## config.mk

```make
export PLATFORM = sky130hd
export DESIGN_NAME = coalescing_work_token_scheduler
export DESIGN_NICKNAME = d
export VERILOG_FILES = /design/src/design/cwts_pkg.sv /design/src/design/coalescing_work_token_scheduler.sv /design/src/design/cwts_token_issue.sv
export SDC_FILE = /design/constraint.sdc
export NUM_CORES = 1
export LEC_CHECK = 0
export BUFFER_PORTS_ARGS = -buffer_cell sky130_fd_sc_hd__buf_2
export CORE_MARGIN = 10
export CORE_UTILIZATION = 39
export DETAILED_ROUTE_END_ITERATION = 8
export PLACE_DENSITY = 0.66
export SYNTH_ARGS = -nofsm -noshare
export SYNTH_HDL_FRONTEND = slang
export SYNTH_SLANG_ARGS = --single-unit
export TNS_END_PERCENT = 10
```

## constraint.sdc

```tcl
create_clock -name clk -period 11.62 [get_ports clk]
set_input_delay 2.324 -clock clk [delete_from_list [all_inputs] [get_ports clk]]
set_output_delay 2.324 -clock clk [all_outputs]
set_load 0.05 [all_outputs]
```

## src/design/cwts_pkg.sv

```systemverilog
// ----------------------------------------------------------------------------
// cwts_pkg
// Event and outcome codes shared by the coalescing work-token scheduler.
// ----------------------------------------------------------------------------
`default_nettype none

package cwts_pkg;

	// event kind carried on the slave tuser
	typedef enum logic [2:0] {
		FN_ACTIVATE   = 3'd0,
		FN_INVALIDATE = 3'd1,
		FN_REQUEST    = 3'd2,
		FN_BEGIN      = 3'd3,
		FN_FINISH     = 3'd4,
		FN_REJECT     = 3'd5
	} func_t;

	localparam int FUNC_BITS = 3;

	// outcome carried on the master tuser
	typedef enum logic [1:0] {
		OC_NONE   = 2'd0,   // refused, stale or inactive
		OC_DONE   = 2'd1,   // done, began, idle or coalesced
		OC_ISSUED = 2'd2    // request accepted or finish rescheduled
	} outcome_t;

	localparam int OUTCOME_BITS = 2;

endpackage

`default_nettype wire

```

## src/design/coalescing_work_token_scheduler.sv

```systemverilog
// ----------------------------------------------------------------------------
// coalescing_work_token_scheduler
// Single-slot work scheduler: activate/invalidate a generation, coalesce
// requests into one pending token, move it to executing and retire it.
// ----------------------------------------------------------------------------
// Usage:
//   s_tuser carries the event kind, s_tdata its generation, token and flags.
//   One result word leaves on m_* for every event: the outcome on m_tuser,
//   the issued token and a snapshot of the state after the event on m_tdata.
//   Path: an accepted word is registered in the input register, decoded
//   against the state and loaded into the result register shown on m_*.
//   Throughput: one event per cycle while m_tready is high; the state
//   update, generation and token checks and token search (at most four
//   candidates) resolve combinationally between input and result registers.
//   Stall: while a result waits on m_tready low, one more event is held in
//   the input register; s_tready drops only when both are occupied.
//   Reset: inactive, generation zero, no pending or executing token, token
//   counter zero; both registers empty.
// ----------------------------------------------------------------------------
`default_nettype none

module coalescing_work_token_scheduler import cwts_pkg::*; #(
	parameter int TOKEN_BITS      = 32,
	parameter int GENERATION_BITS = 32,
	localparam int IN_BITS   = GENERATION_BITS + TOKEN_BITS + 2,
	localparam int IN_W      = ((IN_BITS + 7) / 8) * 8,
	localparam int OUT_BITS  = 3 * TOKEN_BITS + GENERATION_BITS + 1,
	localparam int OUT_W     = ((OUT_BITS + 7) / 8) * 8
) (
	input  wire logic                    clk,
	input  wire logic                    arst_n,

	input  wire logic                    s_tvalid,
	output      logic                    s_tready,
	// generation, token, check_generation, work_remains (low bit first)
	input  wire logic [IN_W-1:0]         s_tdata,
	// func
	input  wire logic [FUNC_BITS-1:0]    s_tuser,

	output      logic                    m_tvalid,
	input  wire logic                    m_tready,
	// issued_token, is_active, current_generation, pending_now, executing_now
	output      logic [OUT_W-1:0]        m_tdata,
	// outcome
	output      logic [OUTCOME_BITS-1:0] m_tuser
);

	localparam int TOK_LO  = GENERATION_BITS;
	localparam int CHK_BIT = GENERATION_BITS + TOKEN_BITS;
	localparam int MOR_BIT = CHK_BIT + 1;

	// input register
	logic                       valid_s1;
	logic [FUNC_BITS-1:0]       fn_s1;
	logic [GENERATION_BITS-1:0] gen_s1;
	logic [TOKEN_BITS-1:0]      tok_s1;
	logic                       chk_s1;
	logic                       more_s1;

	// scheduler state
	logic                       active_q;
	logic [GENERATION_BITS-1:0] gen_q;
	logic [TOKEN_BITS-1:0]      counter_q;
	logic [TOKEN_BITS-1:0]      pend_q;
	logic [TOKEN_BITS-1:0]      exec_q;

	// result register
	logic                       out_valid_q;
	outcome_t                   outcome_q;
	logic [TOKEN_BITS-1:0]      issued_q;

	// next-state values
	logic                       active_d;
	logic [GENERATION_BITS-1:0] gen_d;
	logic [TOKEN_BITS-1:0]      counter_d;
	logic [TOKEN_BITS-1:0]      pend_d;
	logic [TOKEN_BITS-1:0]      exec_d;
	outcome_t                   outcome_d;
	logic [TOKEN_BITS-1:0]      issued_d;

	logic                       adv;
	logic                       gen_ok;
	logic                       tok_ok;
	logic [TOKEN_BITS-1:0]      new_token;
	logic [TOKEN_BITS-1:0]      issue_exec;

	// handshake: the event in s1 moves on when the result register is free
	assign adv      = valid_s1 && (!out_valid_q || m_tready);
	assign s_tready = !valid_s1 || adv;

	// input register
	always_ff @(posedge clk or negedge arst_n) begin
		if (!arst_n) begin
			valid_s1 <= 1'b0;
		end else if (s_tready) begin
			valid_s1 <= s_tvalid;
		end
	end

	always_ff @(posedge clk) begin
		if (s_tvalid && s_tready) begin
			fn_s1   <= s_tuser;
			gen_s1  <= s_tdata[GENERATION_BITS-1:0];
			tok_s1  <= s_tdata[TOK_LO +: TOKEN_BITS];
			chk_s1  <= s_tdata[CHK_BIT];
			more_s1 <= s_tdata[MOR_BIT];
		end
	end

	// finish clears the executing slot before the new token is picked
	assign issue_exec = (func_t'(fn_s1) == FN_FINISH) ? '0 : exec_q;

	cwts_token_issue #(
		.TOKEN_BITS (TOKEN_BITS)
	) u_issue (
		.counter    (counter_q),
		.live_a     (pend_q),
		.live_b     (issue_exec),
		.next_token (new_token)
	);

	// generation and token checks
	assign gen_ok = active_q && (gen_s1 != '0) && (gen_s1 == gen_q);
	assign tok_ok = (!chk_s1 || gen_ok) && active_q && (tok_s1 != '0);

	// event decode
	always_comb begin
		active_d  = active_q;
		gen_d     = gen_q;
		counter_d = counter_q;
		pend_d    = pend_q;
		exec_d    = exec_q;
		outcome_d = OC_NONE;
		issued_d  = '0;
		unique case (func_t'(fn_s1))
			FN_ACTIVATE: begin
				if (gen_s1 != '0) begin
					active_d  = 1'b1;
					gen_d     = gen_s1;
					pend_d    = '0;
					exec_d    = '0;
					outcome_d = OC_DONE;
				end
			end
			FN_INVALIDATE: begin
				if (gen_ok) begin
					active_d  = 1'b0;
					gen_d     = '0;
					pend_d    = '0;
					exec_d    = '0;
					outcome_d = OC_DONE;
				end
			end
			FN_REQUEST: begin
				if (gen_ok) begin
					if (pend_q != '0 || exec_q != '0) begin
						outcome_d = OC_DONE;
					end else begin
						counter_d = new_token;
						pend_d    = new_token;
						issued_d  = new_token;
						outcome_d = OC_ISSUED;
					end
				end
			end
			FN_BEGIN: begin
				if (tok_ok && pend_q == tok_s1) begin
					pend_d    = '0;
					exec_d    = tok_s1;
					outcome_d = OC_DONE;
				end
			end
			FN_FINISH: begin
				if (tok_ok && exec_q == tok_s1) begin
					exec_d = '0;
					if (!more_s1) begin
						outcome_d = OC_DONE;
					end else begin
						counter_d = new_token;
						pend_d    = new_token;
						issued_d  = new_token;
						outcome_d = OC_ISSUED;
					end
				end
			end
			FN_REJECT: begin
				if (tok_ok && pend_q == tok_s1) begin
					pend_d    = '0;
					outcome_d = OC_DONE;
				end
			end
			default: begin
				// unused event codes leave everything as it is
			end
		endcase
	end

	// state and result valid
	always_ff @(posedge clk or negedge arst_n) begin
		if (!arst_n) begin
			active_q    <= 1'b0;
			gen_q       <= '0;
			counter_q   <= '0;
			pend_q      <= '0;
			exec_q      <= '0;
			out_valid_q <= 1'b0;
		end else begin
			if (adv) begin
				active_q  <= active_d;
				gen_q     <= gen_d;
				counter_q <= counter_d;
				pend_q    <= pend_d;
				exec_q    <= exec_d;
			end
			if (adv)
				out_valid_q <= 1'b1;
			else if (m_tready)
				out_valid_q <= 1'b0;
		end
	end

	// result payload
	always_ff @(posedge clk) begin
		if (adv) begin
			outcome_q <= outcome_d;
			issued_q  <= issued_d;
		end
	end

	// state only moves when the result register loads, so it is the snapshot
	assign m_tvalid = out_valid_q;
	assign m_tuser  = outcome_q;
	assign m_tdata  = OUT_W'({exec_q, pend_q, gen_q, active_q, issued_q});

endmodule

`default_nettype wire

```

## src/design/cwts_token_issue.sv

```systemverilog
// ----------------------------------------------------------------------------
// cwts_token_issue
// Picks the next token from the counter: steps past zero and past any token
// that is still live, trying at most four candidates.
// ----------------------------------------------------------------------------
`default_nettype none

module cwts_token_issue #(
	parameter int TOKEN_BITS = 32
) (
	input  wire logic [TOKEN_BITS-1:0] counter,    // last token handed out
	input  wire logic [TOKEN_BITS-1:0] live_a,     // pending token
	input  wire logic [TOKEN_BITS-1:0] live_b,     // executing token
	output      logic [TOKEN_BITS-1:0] next_token
);

	localparam int TRIES = 4;

	logic [TOKEN_BITS-1:0] cand;
	logic                  found;

	// short chain of incrementers, stops at the first free candidate
	always_comb begin
		cand  = counter;
		found = 1'b0;
		for (int i = 0; i < TRIES; i++) begin
			if (!found) begin
				cand = cand + TOKEN_BITS'(1);
				if (cand == '0)
					cand = TOKEN_BITS'(1);
				if (cand != live_a && cand != live_b)
					found = 1'b1;
			end
		end
		next_token = cand;
	end

endmodule

`default_nettype wire
```

==> results.json <==
{
  "crit_type": "reg -> reg",
  "swShare_pct": 46.8,
  "rows": 87,
  "period_share_pct": 97.5,
  "p_per_area_nw_per_um2": 145,
  "die_x_um": 259,
  "drtPass1Iterations": 6,
  "ys_seq_area_share_pct": 28.6,
  "vias": 25600,
  "ys.warnings.count": 0,
  "finClkSkew_ns": 0.0335,
  "ys_async_sr_fraction_pct": 56.0,
  "timing.slew.headroom_pct": -0.814,
  "seqCellArea_um2": 6370,
  "clk_transition_reported_paths_ns": 0.06,
  "cts-root-buf": "clkbuf_16",
  "fill_cells": 5576,
  "cp_common_cell": "buf_4",
  "core_area_um2": 56500,
  "die_area_um2": 67100,
  "max_cap_viol_count": 1,
  "r2r_cells": 47,
  "yosysUniqueCellTypes": 114,
  "final-setup-viol-count": 0,
  "violations": "max-capacitance violations, max-slew violations",
  "hold_violations": 0,
  "drtIter0Drc": 3756,
  "final_common_cell": "buf_4",
  "drt-vias-per-instance": 6.69,
  "numPortBuffers": 205,
  "hold_path_class": "reg -> reg",
  "slew_viol_final": 4,
  "cts.sinks": 234,
  "path_max_fanout": 7,
  "hpwl_um": 107000,
  "grt_overflow": 0,
  "gp_congestion": 1.14,
  "dieHeight_um": 259,
  "grt_first_pass_wirelength_um": 187000,
  "cts_tree": "built",
  "grt_pass1_vias": 24000,
  "ios": 219,
  "wl_um": 136000,
  "power_mw": 3.90,
  "max_stage_delay_ns": 0.56,
  "syn_to_final_growth_pct": 20.2,
  "start_util_pct": 39.5,
  "slowest_stage": "or4b_4",
  "multiInputGateArea_um2": 14900,
  "crit_buf_inv": 10,
  "clk_latency_ns": 0.60,
  "ys.flop_type": "dfrtp_1",
  "p_leak_nw": 10.7,
  "cp.arrival_ns": 11.78,
  "syn_area_per_cell_um2": 8.30,
  "fin_cells": 3819,
  "endpoint_kind": "register",
  "tns_ns": 0,
  "synth.top_cell.area_share_pct": 14.7,
  "rr_startpoint": "counter_q[0]$_DFFE_PN0P_",
  "synth.top_cells.by_area": "dfrtp_1 15%, edfxtp_1 14%, xnor2_1 7.7%",
  "synth_seq_cells": 234,
  "timing.fmax_ghz": 0.0883,
  "synth_area_um2": 22300,
  "drive_gt1_share_pct": 23.2,
  "numCtsBuffers": 27,
  "h-tree-depth": 1,
  "track_usage_pct": 38.9,
  "power_frac_comb_pct": 49.7,
  "min_from": "valid_s1$_DFFE_PN0N_",
  "yosysTopAreaCell": "dfrtp_1",
  "crit_family": "simple AND/OR/NAND/NOR gates",
  "grt_antenna_before_repair": 8,
  "required_ns": 12.07,
  "cp-start-kind": "register",
  "fin_crit_ns": 11.33,
  "netSwitchingPower_mw": 1.82,
  "hold_end": "m_tvalid$_DFFE_PN0P_",
  "final_antenna_net_count": 0,
  "holdPathStages": 1,
  "status": "finished with violations",
  "syn_inst": 2686,
  "layout_common_cells": "324 x buf_4, 277 x nand2_1, 204 x buf_2",
  "fin_nets": 3119,
  "cts_buffer_depth": 3,
  "synth-edff-count": 103,
  "rrSetupSlack_ns": 0.29,
  "route.detailed.drc": 0,
  "dp.cells": 3762,
  "seq_power_share_pct": 27.8,
  "rr_endpoint": "issued_q[0]$_DFFE_PP_",
  "avgRoutedWirePerCell_um": 35.5,
  "internal_power_mw": 2.07,
  "pwr-share-clk_pct": 22.6,
  "tightest_slew_ns": 1.50,
  "vdd_drop_max_uv": 215,
  "grt_max_degree": 71
}
[synthesized netlist by cell type, types with 16 or more instances]
cell type  instances
and2_1            39
o21ai_0          143
a31oi_1           31
nand2_1          277
nor2_1           190
a22o_1            38
xnor2_1          197
or2_2             27
edfxtp_1         103
buf_2             36
nor3_1            81
xor2_1           166
nand4_1           93
dfrtp_1          131
nor4_1           106
xnor3_1           22
and4_1            22
nand3_1          153
buf_4             20
or4_1             26
and3_1            30
inv_1             35
o31ai_1           19
nand2b_1          27
mux2_2            16
mux2i_1           30
o22ai_1           17
or3_1             23
clkbuf_1         140
a211oi_1          20
a21oi_1           66
[state kept, by name, indices dropped and copies added (netlist names)]
name       count
counter_q     32
exec_q        32
gen_q         32
gen_s1        32
issued_q      32
pend_q        32
tok_s1        32
fn_s1          3
m_tuser        2
active_q       1
chk_s1         1
m_tvalid       1
more_s1        1
valid_s1       1
[worst max-delay path by stage]
stage | startpoint | endpoint | slack, ns | cells past startpoint
after floorplan | counter_q[19]$_DFFE_PN0P_ | issued_q[0]$_DFFE_PP_ | 0.91 | 46
after global placement | counter_q[5]$_DFFE_PN0P_ | pend_q[20]$_DFFE_PN0P_ | 0.19 | 39
after detailed placement | counter_q[5]$_DFFE_PN0P_ | counter_q[20]$_DFFE_PN0P_ | 0.19 | 42
after CTS | counter_q[5]$_DFFE_PN0P_ | counter_q[20]$_DFFE_PN0P_ | 0.12 | 42
after global routing | counter_q[0]$_DFFE_PN0P_ | issued_q[0]$_DFFE_PP_ | -0.03 | 43
final | counter_q[0]$_DFFE_PN0P_ | issued_q[0]$_DFFE_PP_ | 0.29 | 47
[cells by family (layout without fill, tap and decap cells)]
group / Yosys count / in the layout / synth area share [%]
compound gates: 545 / 545 / 17.2
xor+xnor: 391 / 391 / 17.1
fa+ha+maj: 5 / 5 / 0.269
buf+inv: 250 / 615 / 4.88
flops: 234 / 234 / 28.6
mux: 46 / 46 / 2.16
other cells: 1 / 13 / 0.0168
simple gates: 1214 / 1214 / 29.8
[power by group through the flow]
stage	combinational [mW]	sequential [mW]	clock (mW)
after floorplan	0.953	1.19	0
after global placement	1.83	1.09	0
after detailed placement	1.83	1.09	0
after CTS	1.84	1.07	0.888
after global routing	1.99	1.08	0.919
final	1.93	1.08	0.880
[routing by layer]
metal  up-vias  part of all wire [%]  GRT usage [%]
met4         4                   9.2           28.7
met3       522                    12           11.6
met2      2007                    42           58.0
met1     12400                    37           47.0
li1      10700                     -              -
met5         -                 0.026              0
[metrics by stage]
step                area [µm²]  setup slack, ns  hold slack [ns]  utilization, %
global route             26800          -0.0256            0.530            47.4
detailed placement       25800            0.190            0.492            45.7
CTS                      26700            0.120            0.506            47.3
finish                   26800            0.290            0.505            47.4
floorplan                22300            0.906            0.457               -
global placement         25800            0.189            0.473            45.7
[cell type report]
type	count	area share (%)
well taps	756	3.53
repair buffers	530	13.0
clock buffers	33	2.84
multi-input cells	2208	55.7
flip-flops and latches	234	23.8
inverters	35	0.490
diodes	6	0.0560
clock inverters	17	0.542
[timing repair]
action	4_1_cts	5_1_grt
gates resized for setup	0	15
buffers inserted	0	1
hold buffers	0	0
setup endpoints to repair	0	18
Note: power is estimated with default switching activity, not from simulation.
